<file path="src/rtl/lcdw_pkg.sv">
// Package for the character-LCD expander writer: command codes, register
// indexes, the job descriptor passed from front to back and display tables.
// No dependencies.
`timescale 1ns / 1ps

package lcdw_pkg;

   localparam int MAX_COLUMNS = 40;
   localparam int MAX_ROWS    = 4;

   // Input command codes
   localparam logic [2:0] CMD_CHAR  = 3'd0;
   localparam logic [2:0] CMD_CLEAR = 3'd1;
   localparam logic [2:0] CMD_HOME  = 3'd2;
   localparam logic [2:0] CMD_SETPOS = 3'd3;
   localparam logic [2:0] CMD_INIT  = 3'd4;

   localparam logic [7:0] CHAR_NEWLINE = 8'h0A;

   // Register indexes on the configuration port
   localparam logic [1:0] REG_COLUMNS   = 2'd0;
   localparam logic [1:0] REG_ROWS      = 2'd1;
   localparam logic [1:0] REG_BACKLIGHT = 2'd2;

   localparam logic [5:0] RESET_COLUMNS = 6'd16;
   localparam logic [2:0] RESET_ROWS    = 3'd2;

   localparam logic [7:0] DDRAM_SET = 8'h80;
   localparam logic [7:0] INIT_RAW  = 8'h08;

   // Index of the last expander byte per job kind
   localparam logic [5:0] ONE_LAST  = 6'd3;
   localparam logic [5:0] TWO_LAST  = 6'd7;
   localparam logic [5:0] INIT_LAST = 6'd32;

   localparam int JOB_DEPTH = 2;
   localparam int JOB_PTR_W = $clog2(JOB_DEPTH);

   typedef struct packed {
      logic [5:0] column_count;
      logic [2:0] row_count;
      logic       backlight_on;
   } cfg_type;

   typedef enum logic [1:0] {
      JOB_ONE,   // one display byte
      JOB_TWO,   // character followed by an address command
      JOB_INIT   // power-up sequence
   } job_kind_type;

   typedef struct packed {
      job_kind_type kind;
      logic [7:0]   byte0;
      logic         rs0;
      logic [7:0]   byte1;
      logic         backlight;
   } job_type;

   function automatic logic [7:0] row_base(input logic [1:0] r);
      logic [7:0] b;
      case (r)
         2'd0: b = 8'h00;
         2'd1: b = 8'h40;
         2'd2: b = 8'h14;
         2'd3: b = 8'h54;
         default: b = 8'h00;
      endcase
      return b;
   endfunction

   function automatic logic [7:0] ddram_cmd(input logic [1:0] r, input logic [5:0] c);
      return DDRAM_SET | (row_base(r) + {2'b00, c});
   endfunction

   // Nibbles of the power-up sequence after the leading raw byte:
   // 3,3,3,2 then commands 0x28, 0x08, 0x01, 0x06, 0x0C and 0x80.
   function automatic logic [3:0] init_nibble(input logic [3:0] k);
      logic [3:0] n;
      case (k)
         4'd0:  n = 4'h3;
         4'd1:  n = 4'h3;
         4'd2:  n = 4'h3;
         4'd3:  n = 4'h2;
         4'd4:  n = 4'h2;
         4'd5:  n = 4'h8;
         4'd6:  n = 4'h0;
         4'd7:  n = 4'h8;
         4'd8:  n = 4'h0;
         4'd9:  n = 4'h1;
         4'd10: n = 4'h0;
         4'd11: n = 4'h6;
         4'd12: n = 4'h0;
         4'd13: n = 4'hC;
         4'd14: n = 4'h8;
         4'd15: n = 4'h0;
         default: n = 4'h0;
      endcase
      return n;
   endfunction

endpackage

</file>
<file path="src/rtl/char_lcd_expander_writer_top.sv">
// Top level of the character-LCD expander writer: configuration registers,
// front part, job queue and back part. Depends on lcdw_pkg, lcdw_front,
// lcdw_job_fifo and lcdw_back.
//
//   Channel   Direction  Handshake               Payload
//   req_*     in         req_tvalid/req_tready   tuser: cmd; tdata: char_code, row, col
//   rsp_*     out        rsp_tvalid/rsp_tready   tdata: expander_byte; tlast: last
//   csr_*     in         APB write/read          column_count, row_count, backlight_on
//
// The back part emits the expander bytes of each item: 4 for a plain
// character, command or address move, 8 for a character that wraps, 33 for
// the power-up sequence, and none for an unknown command. The front part
// accepts an item whenever the two-entry job queue has room. Reset clears the
// cursor, the queue and the output stage and loads the register defaults. A
// stalled output holds its byte; the front keeps accepting until the queue is
// full.
`timescale 1ns / 1ps

module char_lcd_expander_writer_top
   import lcdw_pkg::*;
(
   input  logic        clock,
   input  logic        reset,
   // Request channel
   input  logic        req_tvalid,
   output logic        req_tready,
   input  logic [39:0] req_tdata,   // [7:0] char_code, [23:8] row, [39:24] col
   input  logic [2:0]  req_tuser,   // [2:0] cmd
   // Result channel
   output logic        rsp_tvalid,
   input  logic        rsp_tready,
   output logic [7:0]  rsp_tdata,   // [7:0] expander_byte
   output logic        rsp_tlast,
   // Configuration port
   input  logic        csr_psel,
   input  logic        csr_penable,
   input  logic        csr_pwrite,
   input  logic [3:0]  csr_paddr,
   input  logic [31:0] csr_pwdata,
   output logic [31:0] csr_prdata,
   output logic        csr_pready
);

   cfg_type cfg_ff;
   logic    csr_write;
   logic    set_backlight;
   logic    front_job_valid;
   job_type front_job;
   logic    fifo_not_full;
   logic    fifo_not_empty;
   job_type head_job;
   logic    job_pop;

   // The port never waits; a write lands in the access phase.
   assign csr_pready = 1'b1;
   assign csr_write  = csr_psel && csr_penable && csr_pwrite;

   always_ff @(posedge clock) begin
      if (reset) begin
         cfg_ff.column_count <= RESET_COLUMNS;
         cfg_ff.row_count    <= RESET_ROWS;
         cfg_ff.backlight_on <= 1'b1;
      end else begin
         if (csr_write) begin
            case (csr_paddr[3:2])
               REG_COLUMNS:   cfg_ff.column_count <= csr_pwdata[5:0];
               REG_ROWS:      cfg_ff.row_count    <= csr_pwdata[2:0];
               REG_BACKLIGHT: cfg_ff.backlight_on <= csr_pwdata[0];
               default:       cfg_ff.column_count <= cfg_ff.column_count;
            endcase
         end
         // The power-up sequence turns the backlight on for later items, until a register write turns it off.
         if (set_backlight) cfg_ff.backlight_on <= 1'b1;
      end
   end

   always_comb begin
      case (csr_paddr[3:2])
         REG_COLUMNS:   csr_prdata = {26'd0, cfg_ff.column_count};
         REG_ROWS:      csr_prdata = {29'd0, cfg_ff.row_count};
         REG_BACKLIGHT: csr_prdata = {31'd0, cfg_ff.backlight_on};
         default:       csr_prdata = 32'd0;
      endcase
   end

   lcdw_front u_front (
      .clock         (clock),
      .reset         (reset),
      .cfg           (cfg_ff),
      .req_valid     (req_tvalid),
      .req_cmd       (req_tuser),
      .req_char      (req_tdata[7:0]),
      .req_row       (req_tdata[23:8]),
      .req_col       (req_tdata[39:24]),
      .job_ready     (fifo_not_full),
      .req_ready     (req_tready),
      .job_valid     (front_job_valid),
      .job           (front_job),
      .set_backlight (set_backlight)
   );

   lcdw_job_fifo u_fifo (
      .clock     (clock),
      .reset     (reset),
      .push      (front_job_valid),
      .push_job  (front_job),
      .not_full  (fifo_not_full),
      .pop       (job_pop),
      .not_empty (fifo_not_empty),
      .head_job  (head_job)
   );

   lcdw_back u_back (
      .clock     (clock),
      .reset     (reset),
      .job_valid (fifo_not_empty),
      .job       (head_job),
      .job_pop   (job_pop),
      .rsp_valid (rsp_tvalid),
      .rsp_byte  (rsp_tdata),
      .rsp_last  (rsp_tlast),
      .rsp_ready (rsp_tready)
   );

endmodule

</file>
<file path="src/rtl/lcdw_front.sv">
// Front part: accepts requests, tracks the cursor and turns each request
// into a job descriptor. Depends on lcdw_pkg.
`timescale 1ns / 1ps

module lcdw_front
   import lcdw_pkg::*;
(
   input  logic        clock,
   input  logic        reset,
   input  cfg_type     cfg,
   input  logic        req_valid,
   input  logic [2:0]  req_cmd,
   input  logic [7:0]  req_char,
   input  logic [15:0] req_row,
   input  logic [15:0] req_col,
   input  logic        job_ready,
   output logic        req_ready,
   output logic        job_valid,
   output job_type     job,
   output logic        set_backlight
);

   logic [1:0] cursor_row_ff, cursor_row_in;
   logic [5:0] cursor_col_ff, cursor_col_in;
   logic [5:0] cols_eff;
   logic [2:0] rows_eff;
   logic [2:0] next_row_wide;
   logic [1:0] next_row;
   logic [6:0] next_col;
   logic [1:0] clamp_row;
   logic [5:0] clamp_col;
   logic       accept;

   assign req_ready = job_ready;
   assign accept    = req_valid && job_ready;

   always_comb begin
      if (cfg.column_count == 6'd0) cols_eff = 6'd1;
      else if (cfg.column_count > 6'(MAX_COLUMNS)) cols_eff = 6'(MAX_COLUMNS);
      else cols_eff = cfg.column_count;
      if (cfg.row_count == 3'd0) rows_eff = 3'd1;
      else if (cfg.row_count > 3'(MAX_ROWS)) rows_eff = 3'(MAX_ROWS);
      else rows_eff = cfg.row_count;
   end

   always_comb begin
      next_row_wide = {1'b0, cursor_row_ff} + 3'd1;
      next_row = (next_row_wide >= rows_eff) ? 2'd0 : next_row_wide[1:0];
      next_col = {1'b0, cursor_col_ff} + 7'd1;
      clamp_row = (req_row >= {13'd0, rows_eff}) ? 2'(rows_eff - 3'd1) : req_row[1:0];
      clamp_col = (req_col >= {10'd0, cols_eff}) ? (cols_eff - 6'd1) : req_col[5:0];
   end

   always_comb begin
      job.kind      = JOB_ONE;
      job.byte0     = 8'h00;
      job.rs0       = 1'b0;
      job.byte1     = 8'h00;
      job.backlight = cfg.backlight_on;
      job_valid     = 1'b0;
      set_backlight = 1'b0;
      cursor_row_in = cursor_row_ff;
      cursor_col_in = cursor_col_ff;
      case (req_cmd)
         CMD_CHAR: begin
            job_valid = accept;
            if (req_char == CHAR_NEWLINE) begin
               job.byte0 = ddram_cmd(next_row, 6'd0);
               cursor_row_in = next_row;
               cursor_col_in = 6'd0;
            end else begin
               job.byte0 = req_char;
               job.rs0   = 1'b1;
               if (next_col >= {1'b0, cols_eff}) begin
                  job.kind  = JOB_TWO;
                  job.byte1 = ddram_cmd(next_row, 6'd0);
                  cursor_row_in = next_row;
                  cursor_col_in = 6'd0;
               end else begin
                  cursor_col_in = next_col[5:0];
               end
            end
         end
         CMD_CLEAR, CMD_HOME: begin
            job_valid = accept;
            job.byte0 = {5'd0, req_cmd};
            cursor_row_in = 2'd0;
            cursor_col_in = 6'd0;
         end
         CMD_SETPOS: begin
            job_valid = accept;
            job.byte0 = ddram_cmd(clamp_row, clamp_col);
            cursor_row_in = clamp_row;
            cursor_col_in = clamp_col;
         end
         CMD_INIT: begin
            job_valid     = accept;
            job.kind      = JOB_INIT;
            job.backlight = 1'b1;
            set_backlight = accept;
            cursor_row_in = 2'd0;
            cursor_col_in = 6'd0;
         end
         default: begin
            job_valid = 1'b0;
         end
      endcase
   end

   always_ff @(posedge clock) begin
      if (reset) begin
         cursor_row_ff <= 2'd0;
         cursor_col_ff <= 6'd0;
      end else if (accept) begin
         cursor_row_ff <= cursor_row_in;
         cursor_col_ff <= cursor_col_in;
      end
   end

endmodule

</file>
<file path="src/rtl/lcdw_job_fifo.sv">
// Short job queue between the front and the back part.
// Depends on lcdw_pkg.
`timescale 1ns / 1ps

module lcdw_job_fifo
   import lcdw_pkg::*;
(
   input  logic    clock,
   input  logic    reset,
   input  logic    push,
   input  job_type push_job,
   output logic    not_full,
   input  logic    pop,
   output logic    not_empty,
   output job_type head_job
);

   job_type                entry_ff [JOB_DEPTH];
   logic [JOB_PTR_W-1:0]   wr_ptr_ff, rd_ptr_ff;
   logic [JOB_PTR_W:0]     count_ff, count_in;

   assign not_full  = (count_ff != (JOB_PTR_W + 1)'(JOB_DEPTH));
   assign not_empty = (count_ff != '0);
   assign head_job  = entry_ff[rd_ptr_ff];

   always_comb begin
      count_in = count_ff;
      if (push && !pop) count_in = count_ff + 1'b1;
      else if (pop && !push) count_in = count_ff - 1'b1;
   end

   always_ff @(posedge clock) begin
      if (push) entry_ff[wr_ptr_ff] <= push_job;
   end

   always_ff @(posedge clock) begin
      if (reset) begin
         wr_ptr_ff <= '0;
         rd_ptr_ff <= '0;
         count_ff  <= '0;
      end else begin
         if (push) wr_ptr_ff <= (wr_ptr_ff == JOB_PTR_W'(JOB_DEPTH - 1)) ? '0 : wr_ptr_ff + 1'b1;
         if (pop)  rd_ptr_ff <= (rd_ptr_ff == JOB_PTR_W'(JOB_DEPTH - 1)) ? '0 : rd_ptr_ff + 1'b1;
         count_ff <= count_in;
      end
   end

endmodule

</file>
<file path="src/rtl/lcdw_back.sv">
// Back part: expands the queue head job into expander bytes, one per cycle
// unless stalled, into a registered output stage. Depends on lcdw_pkg.
`timescale 1ns / 1ps

module lcdw_back
   import lcdw_pkg::*;
(
   input  logic       clock,
   input  logic       reset,
   input  logic       job_valid,
   input  job_type    job,
   output logic       job_pop,
   output logic       rsp_valid,
   output logic [7:0] rsp_byte,
   output logic       rsp_last,
   input  logic       rsp_ready
);

   logic [5:0] idx_ff, idx_in;
   logic       valid_ff;
   logic [7:0] byte_ff, byte_in;
   logic       last_ff, last_in;
   logic       advance;
   logic       produce;
   logic [5:0] init_k;
   logic [7:0] sel_byte;
   logic [3:0] nib;
   logic       rs;

   assign advance   = !valid_ff || rsp_ready;
   assign produce   = advance && job_valid;
   assign job_pop   = produce && last_in;
   assign rsp_valid = valid_ff;
   assign rsp_byte  = byte_ff;
   assign rsp_last  = last_ff;

   always_comb begin
      init_k   = idx_ff - 6'd1;
      sel_byte = idx_ff[2] ? job.byte1 : job.byte0;
      rs       = idx_ff[2] ? 1'b0 : job.rs0;
      nib      = idx_ff[1] ? sel_byte[3:0] : sel_byte[7:4];
      byte_in  = {nib, job.backlight, !idx_ff[0], 1'b0, rs};
      last_in  = 1'b0;
      case (job.kind)
         JOB_ONE: last_in = (idx_ff == ONE_LAST);
         JOB_TWO: last_in = (idx_ff == TWO_LAST);
         JOB_INIT: begin
            last_in = (idx_ff == INIT_LAST);
            if (idx_ff == 6'd0) byte_in = INIT_RAW;
            else byte_in = {init_nibble(init_k[4:1]), 1'b1, !init_k[0], 1'b0, 1'b0};
         end
         default: last_in = 1'b1;
      endcase
      idx_in = last_in ? 6'd0 : idx_ff + 6'd1;
   end

   always_ff @(posedge clock) begin
      if (produce) begin
         byte_ff <= byte_in;
         last_ff <= last_in;
      end
   end

   always_ff @(posedge clock) begin
      if (reset) begin
         valid_ff <= 1'b0;
         idx_ff   <= 6'd0;
      end else begin
         if (advance) valid_ff <= job_valid;
         if (produce) idx_ff <= idx_in;
      end
   end

endmodule

</file>
<file path="config.mk">
export PLATFORM = sky130hd
export DESIGN_NAME = char_lcd_expander_writer_top
export DESIGN_NICKNAME = d
export VERILOG_FILES = /design/src/rtl/lcdw_pkg.sv /design/src/rtl/char_lcd_expander_writer_top.sv /design/src/rtl/lcdw_front.sv /design/src/rtl/lcdw_job_fifo.sv /design/src/rtl/lcdw_back.sv
export SDC_FILE = /design/constraint.sdc
export NUM_CORES = 1
export LEC_CHECK = 0
export ABC_AREA = 1
export BUFFER_PORTS_ARGS = -buffer_cell sky130_fd_sc_hd__buf_2
export CORE_MARGIN = 4
export CORE_UTILIZATION = 55
export DETAILED_ROUTE_END_ITERATION = 10
export PLACE_DENSITY = 0.85
export SLEW_MARGIN = 20
export SYNTH_ARGS = -nofsm -noshare
export SYNTH_HDL_FRONTEND = slang
export SYNTH_SLANG_ARGS = --single-unit
</file>
<file path="constraint.sdc">
create_clock -name clock -period 6.1 [get_ports clock]
set_clock_uncertainty 0.2 [all_clocks]
set_input_delay 1.83 -clock clock [delete_from_list [all_inputs] [get_ports clock]]
set_output_delay 1.83 -clock clock [all_outputs]
set_load 0.02 [all_outputs]
</file>
==> results of run 1 <==
[stage by stage]
stage | area [µm²] | std cells | utilization [%] | worst slack (ns)
2_1_floorplan | 4630 | 595 | - | 1.58
3_3_place_gp | 4880 | 736 | 61.9 | 1.48
3_5_place_dp | 4880 | 736 | 61.9 | 1.43
4_1_cts | 5080 | 752 | 64.4 | 1.43
5_1_grt | 5080 | 752 | 64.4 | 1.41
6_report | 5080 | 752 | 64.4 | 1.43
[routing by layer]
| metal | vias to the layer above | GRT usage (%) | part of all wire (%) |
|---|---|---|---|
| met5 | - | 0 | 0 |
| met2 | 151 | 38.6 | 53 |
| li1 | 1986 | - | - |
| met1 | 1845 | 24.2 | 40 |
| met3 | 19 | 3.96 | 5.7 |
| met4 | 0 | 4.62 | 1.6 |
[flip-flops by register name (all words and copies together) (netlist names), 2 cells and up, named ones only]
register,cells
u_fifo.entry_ff,30
cfg_ff,10
u_back.rsp_byte,7
u_back.idx_ff,6
u_front.cursor_col_ff,6
u_fifo.count_ff,2
u_front.cursor_row_ff,2
[worst register-to-register path, stage by stage, from the launching register on]
cell and delay, ns:
dfxtp_1 0.42, nand2_1 0.19, nand3_2 0.14, nand2_1 0.14
ha_1 0.31, o21ai_0 0.16, nand2_1 0.06, nand2_1 0.05
nand2_1 0.04, nand2_1 0.05, nand2_1 0.23, or2_2 0.38
nand2_1 0.08, inv_1 0.04, ha_1 0.33, nand2_1 0.07
inv_1 0.05, nand3_1 0.11, nand3_1 0.12, nand3_1 0.10
[placed cells by master (no fill, tap or decap), drive strengths merged, types with 4 or more instances in the layout]
cell type	count
ha	31
clkinv	5
a32o	4
a21oi	25
edfxtp	38
xor2	13
nor2	81
nand4	10
o21ai	45
conb	28
or2	5
o211ai	9
inv	78
o22ai	4
clkbuf	11
dfxtp	30
buf	75
nor3	8
nand3	38
nand2	100
[layout make-up]
class	count	area (µm²)	area share [%]
Timing Repair Buffer	75	380	7.49
Multi-Input combinational cell	412	2330	46.0
Clock buffer	11	163	3.20
Inverter	79	297	5.84
Clock inverter	5	33.8	0.666
Tap cell	102	128	2.51
Sequential cell	68	1740	34.3
[cell families after synthesis]
family	count (synthesis)	synth area share, %
and+or+nand+nor	242	24.1
muxes	1	0.221
buffers and inverters	115	12.2
other	2	0.166
xor gates and xnor gates	15	3.07
adders and majority gates	31	8.56
AOI/OAI and AO/OA	95	13.3
DFF	68	38.4
[power breakdown]
part           leakage, nW  internal [mW]  switching (mW)
sequential           0.602          0.549          0.0303
clock               0.0981          0.183           0.171
combinational         1.70          0.150           0.294
[final timing paths]
check	startpoint	end	depth (start not counted)
min	u_fifo.rd_ptr_ff	register	2
max	csr_paddr[3]	csr_prdata[0]	5
min reg2reg	u_fifo.rd_ptr_ff	register	2
max reg2reg	cfg_ff[9]	u_fifo.entry_ff[1][15]	19
==> impl_metrics.csv, run 1 <==
group,metric,value,unit
worst_setup_path,worst_path_largest_cell_delay,0.21,ns
timing,fin_crit,4.67,ns
synthesis,ys_seq_elements,68,
worst_setup_path,rrSetupSlack,2.57,ns
timing,tns,0,ns
die,start_util,57.4,%
global_route,antenna_found_initial,0,
die,num_io_pins,130,
cts,clockRootBuffer,"clkbuf_8",
timing,max_slew.worst_pin.slew,0.861,ns
global_route,grt_max_degree,18,
drt,ant_nets,0,
global_route,grt-ovfl-total,0,
global_route,grt_pass1_wl,16700,µm
synthesis,yosys-top-cells-area,"edfxtp_1, dfxtp_1, ha_1, nand2_1, nor2_1",
die,die_h,98.8,µm
synthesis,synth_top_area_share,25.2,%
drt,via_count,4001,
placed_design,hpwl,8040,µm
timing,fin_crit_sh,76.5,%
flow_run,max_cap_viol_count,0,
drt,wire_per_inst,13.5,µm
worst_hold_path,holdCritPathClass,"reg2reg",
pwr,powerDensity,271,nW/µm²
worst_setup_path,arrival,2.64,ns
die,rows,32,
worst_setup_path,required,4.07,ns
synthesis,synth_edf_count,38,
die,die_area,9750,µm²
synthesis,yosysMostFrequentCell,"nand2_1",
synthesis,ys_seq_area_share,38.4,%
drt,via_per_inst,5.32,
worst_setup_path,crit_family,"buffers and inverters",
layout,nFillCells,678,
placed_design,gp_congestion,0.932,
cts,cts_tree,"built",
pwr,fin_total_pwr,1.38,mW
worst_setup_path,end_kind,"primary output",
timing,max_freq,214,MHz
synthesis,synthFlopType,"edfxtp_1",
pwr,power.static_leakage,2.40,nW
synthesis,synth_warnings,0,
cts,cts-buffers-inserted,9,
synthesis,netlist_area,4530,µm²
synthesis,yosysTopAreaCell,"edfxtp_1",
worst_setup_path,crit_type,"in2out",
layout,syn_to_final_growth,12.0,%
drt,finalWirelength,10100,µm
placed_design,port_buffers,73,
synthesis,synthCells,569,
synthesis,synth_common_cells,"nand2_1, nor2_1, inv_1, o21ai_0, edfxtp_1",
cts,postCtsHoldBufs,0,
worst_setup_path,cp_num_buf_inv,3,
worst_setup_path,cp_max_fo,6,
cts,worstSkewPairLatency,0.33,ns
timing,setup_viol,0,
layout,antennaDiodeCount,0,
timing,hold_ws,0.300,ns
cts,cts_max_level,3,
cts,cts.sinks,68,
outcome,status,"completed",
global_route,gr-usage-all-layers,20.6,%
drt,drt_iter0_markers,188,
worst_setup_path,cp-start-kind,"input pin",
timing,maxSlewViolCount,0,
pwr,vdd_ir_drop_max,0.000103,V
layout,nNetsFinal,762,
global_route,grt_pass1_vias,3847,
cts,cts-resized-gates,0,
drt,drc_errors,0,
synthesis,async_flop_share,0,%
cts,clk_pin_slew,0.08,ns
timing,rsz0062_at_grt,"no",
cts,post-cts-setup-buffer-count,0,
die,die_x,98.8,µm
synthesis,avgSynthCellArea,7.96,µm²
layout,drive_gt1_share,20.3,%
worst_setup_path,cpMostUsedCell,"buf_2",
timing,hold_viol,0,
synthesis,synth_cell_type_count,47,
worst_setup_path,slowest_stage,"buf_2",
cts,clockBufferDepth,2,
timing,maxSlewHeadroom,42.4,%
worst_setup_path,crit_chain,"buf_2 > nor2_1 > inv_1 > o221ai_1 > buf_2",
drt,dr.pass1.iters,6,
die,coreArea,7890,µm²
Power figures use the tool's default switching activity.
==> run 2, diff against run 1 <==
--- a/config.mk
+++ b/config.mk
@@ -8,9 +8,9 @@
 export ABC_AREA = 1
 export BUFFER_PORTS_ARGS = -buffer_cell sky130_fd_sc_hd__buf_2
 export CORE_MARGIN = 4
-export CORE_UTILIZATION = 55
+export CORE_UTILIZATION = 53
 export DETAILED_ROUTE_END_ITERATION = 10
-export PLACE_DENSITY = 0.85
+export PLACE_DENSITY = 0.82
 export SLEW_MARGIN = 20
 export SYNTH_ARGS = -nofsm -noshare
 export SYNTH_HDL_FRONTEND = slang
==> constraint.sdc (replaced) <==
create_clock -name clock -period 4.7 [get_ports clock]
set_clock_uncertainty 0.2 [all_clocks]
set_input_delay 1.41 -clock clock [delete_from_list [all_inputs] [get_ports clock]]
set_output_delay 1.41 -clock clock [all_outputs]
set_load 0.02 [all_outputs]
==> impl_metrics.csv, run 2 (synthesis results as in run 1) <==
group,metric,value,unit
worst_setup_path,rr_startpoint,"cfg_ff[9]",
worst_setup_path,cpMostUsedCell,"buf_2",
timing,fin_crit,3.81,ns
worst_setup_path,cp_num_buf_inv,3,
global_route,grt_pass1_vias,4016,
drt,dr.pass1.iters,5,
placed_design,hpwl,8130,µm
drt,drc_errors,0,
global_route,grt_pass1_wl,17200,µm
layout,layout_common_cells,"nand2_1, nor2_1, buf_2, inv_1, o21ai_0",
die,die_x,100,µm
timing,max_freq,262,MHz
layout,antennaDiodeCount,0,
layout,layout_commonest_cell,"nand2_1",
placed_design,dp_cells,740,
die,start_util,54.9,%
global_route,gr-usage-all-layers,20.9,%
global_route,grt_max_degree,18,
worst_setup_path,worstRegToRegCells,20,
worst_setup_path,arrival,2.20,ns
timing,setup_viol,0,
worst_setup_path,worst_path_largest_cell_delay,0.21,ns
worst_setup_path,crit_chain,"buf_2 > nor2_1 > inv_1 > o221ai_1 > buf_2",
worst_setup_path,required,3.09,ns
placed_design,gp_congestion,0.877,
layout,largest_reg_flops,30,
pwr,power.static_leakage,2.41,nW
placed_design,port_buffers,73,
drt,ant_nets,0,
timing,maxSlewHeadroom,55.3,%
worst_setup_path,cp-startpoint,"csr_paddr[3]",
die,die_area,10100,µm²
worst_setup_path,crit_type,"in2out",
flow_run,max_cap_viol_count,0,
worst_setup_path,slowest_stage,"o221ai_1",
layout,largest_register,"u_fifo.entry_ff",
layout,drive_gt1_share,20.6,%
worst_setup_path,end_kind,"primary output",
worst_setup_path,cp_max_fo,6,
timing,rsz0062_at_grt,"no",
cts,cts-resized-gates,0,
layout,fin_area,5090,µm²
die,die_h,100,µm
drt,finalWirelength,10200,µm
drt,via_per_inst,5.34,
drt,via_count,4035,
cts,post-cts-setup-buffer-count,0,
worst_setup_path,crit_family,"buffers and inverters",
cts,cts_max_level,3,
layout,nNetsFinal,763,
timing,hold_viol,0,
die,coreArea,8260,µm²
cts,worstSkewPairLatency,0.34,ns
cts,clockBufferDepth,2,
worst_hold_path,holdCritPathClass,"reg2reg",
placed_design,post_dp_cell_area,4890,µm²
cts,cts_tree,"built",
cts,cts-buffers-inserted,9,
drt,wire_per_inst,13.5,µm
die,num_io_pins,130,
global_route,antenna_found_initial,0,
timing,tns,0,ns
cts,clockRootBuffer,"clkbuf_8",
timing,max_slew.worst_pin.slew,0.670,ns
worst_setup_path,path_depth,5,
layout,fin_cells,756,
drt,drt_iter0_markers,179,
global_route,grt-ovfl-total,0,
cts,clk_pin_slew,0.08,ns
pwr,vdd_ir_drop_max,0.000139,V
outcome,status,"completed",
worst_setup_path,worstSetupEndpoint,"csr_prdata[0]",
worst_hold_path,min-delay-start,"u_fifo.rd_ptr_ff",
worst_setup_path,rrSetupSlack,1.20,ns
timing,fin_crit_sh,81.1,%
cts,cts.sinks,68,
layout,syn_to_final_growth,12.3,%
worst_setup_path,r2r_end,"u_fifo.entry_ff[1][15]",
worst_setup_path,cp-start-kind,"input pin",
pwr,powerDensity,356,nW/µm²
die,rows,33,
timing,maxSlewViolCount,0,
cts,postCtsHoldBufs,0,
run 2: through the flow:
stage	hold WS, ns	worst slack, ns	util [%]	power, mW
4_1_cts	0.310	0.887	61.6	1.82
3_5_place_dp	0.297	0.581	59.2	1.34
6_report	0.308	0.890	61.6	1.81
2_1_floorplan	0.270	1.02	-	1.20
5_1_grt	0.342	0.583	61.6	1.93
3_3_place_gp	0.285	0.641	59.2	1.30
run 2: worst reg2reg max path, cell delays in order, from the launching register on:
cell     delay [ns]
dfxtp_1        0.44
nand2_1        0.18
nand3_2        0.14
nand2_1        0.14
ha_1           0.30
o21ai_0        0.17
nand2_1        0.07
nand2_1        0.06
nand2_1        0.05
nand2_1        0.05
nand2_1        0.23
or2_2          0.38
nand2_1        0.08
inv_1          0.04
ha_1           0.32
nand2_1        0.07
inv_1          0.03
nand3_1        0.09
nand2_1        0.06
nand2_1        0.05
nand3_1        0.09
run 2: final cells by class:
| type | count | area [µm²] |
|---|---|---|
| Fill cell | 722 | 3170 |
| Multi-Input combinational cell | 412 | 2330 |
| Sequential cell | 68 | 1740 |
| Timing Repair Buffer | 76 | 388 |
| Inverter | 79 | 297 |
| Tap cell | 105 | 131 |
| Clock buffer | 9 | 124 |
| Clock inverter | 7 | 73.8 |
run 2: where the power goes:
part           switching [mW]  internal, mW  total (mW)
clock network           0.233         0.247       0.480
logic                   0.379         0.197       0.576
registers              0.0399         0.713       0.753
total                   0.652          1.16        1.81
run 2: worst min path at each step:
stage / to / depth (start not counted)
3_3_place_gp: u_fifo.rd_ptr_ff / 2
3_5_place_dp: u_fifo.rd_ptr_ff / 2
6_report: register / 2
4_1_cts: u_fifo.rd_ptr_ff / 2
5_1_grt: u_fifo.rd_ptr_ff / 2
2_1_floorplan: register / 2
run 2: per-layer routing:
layer / global-route usage (%) / part of all wire (%) / vias up
li1: - / - / 1986
met1: 23.7 / 39 / 1885
met2: 38.1 / 51 / 135
met3: 4.84 / 6.4 / 29
met4: 7.77 / 2.9 / 0
met5: 0 / 0 / -
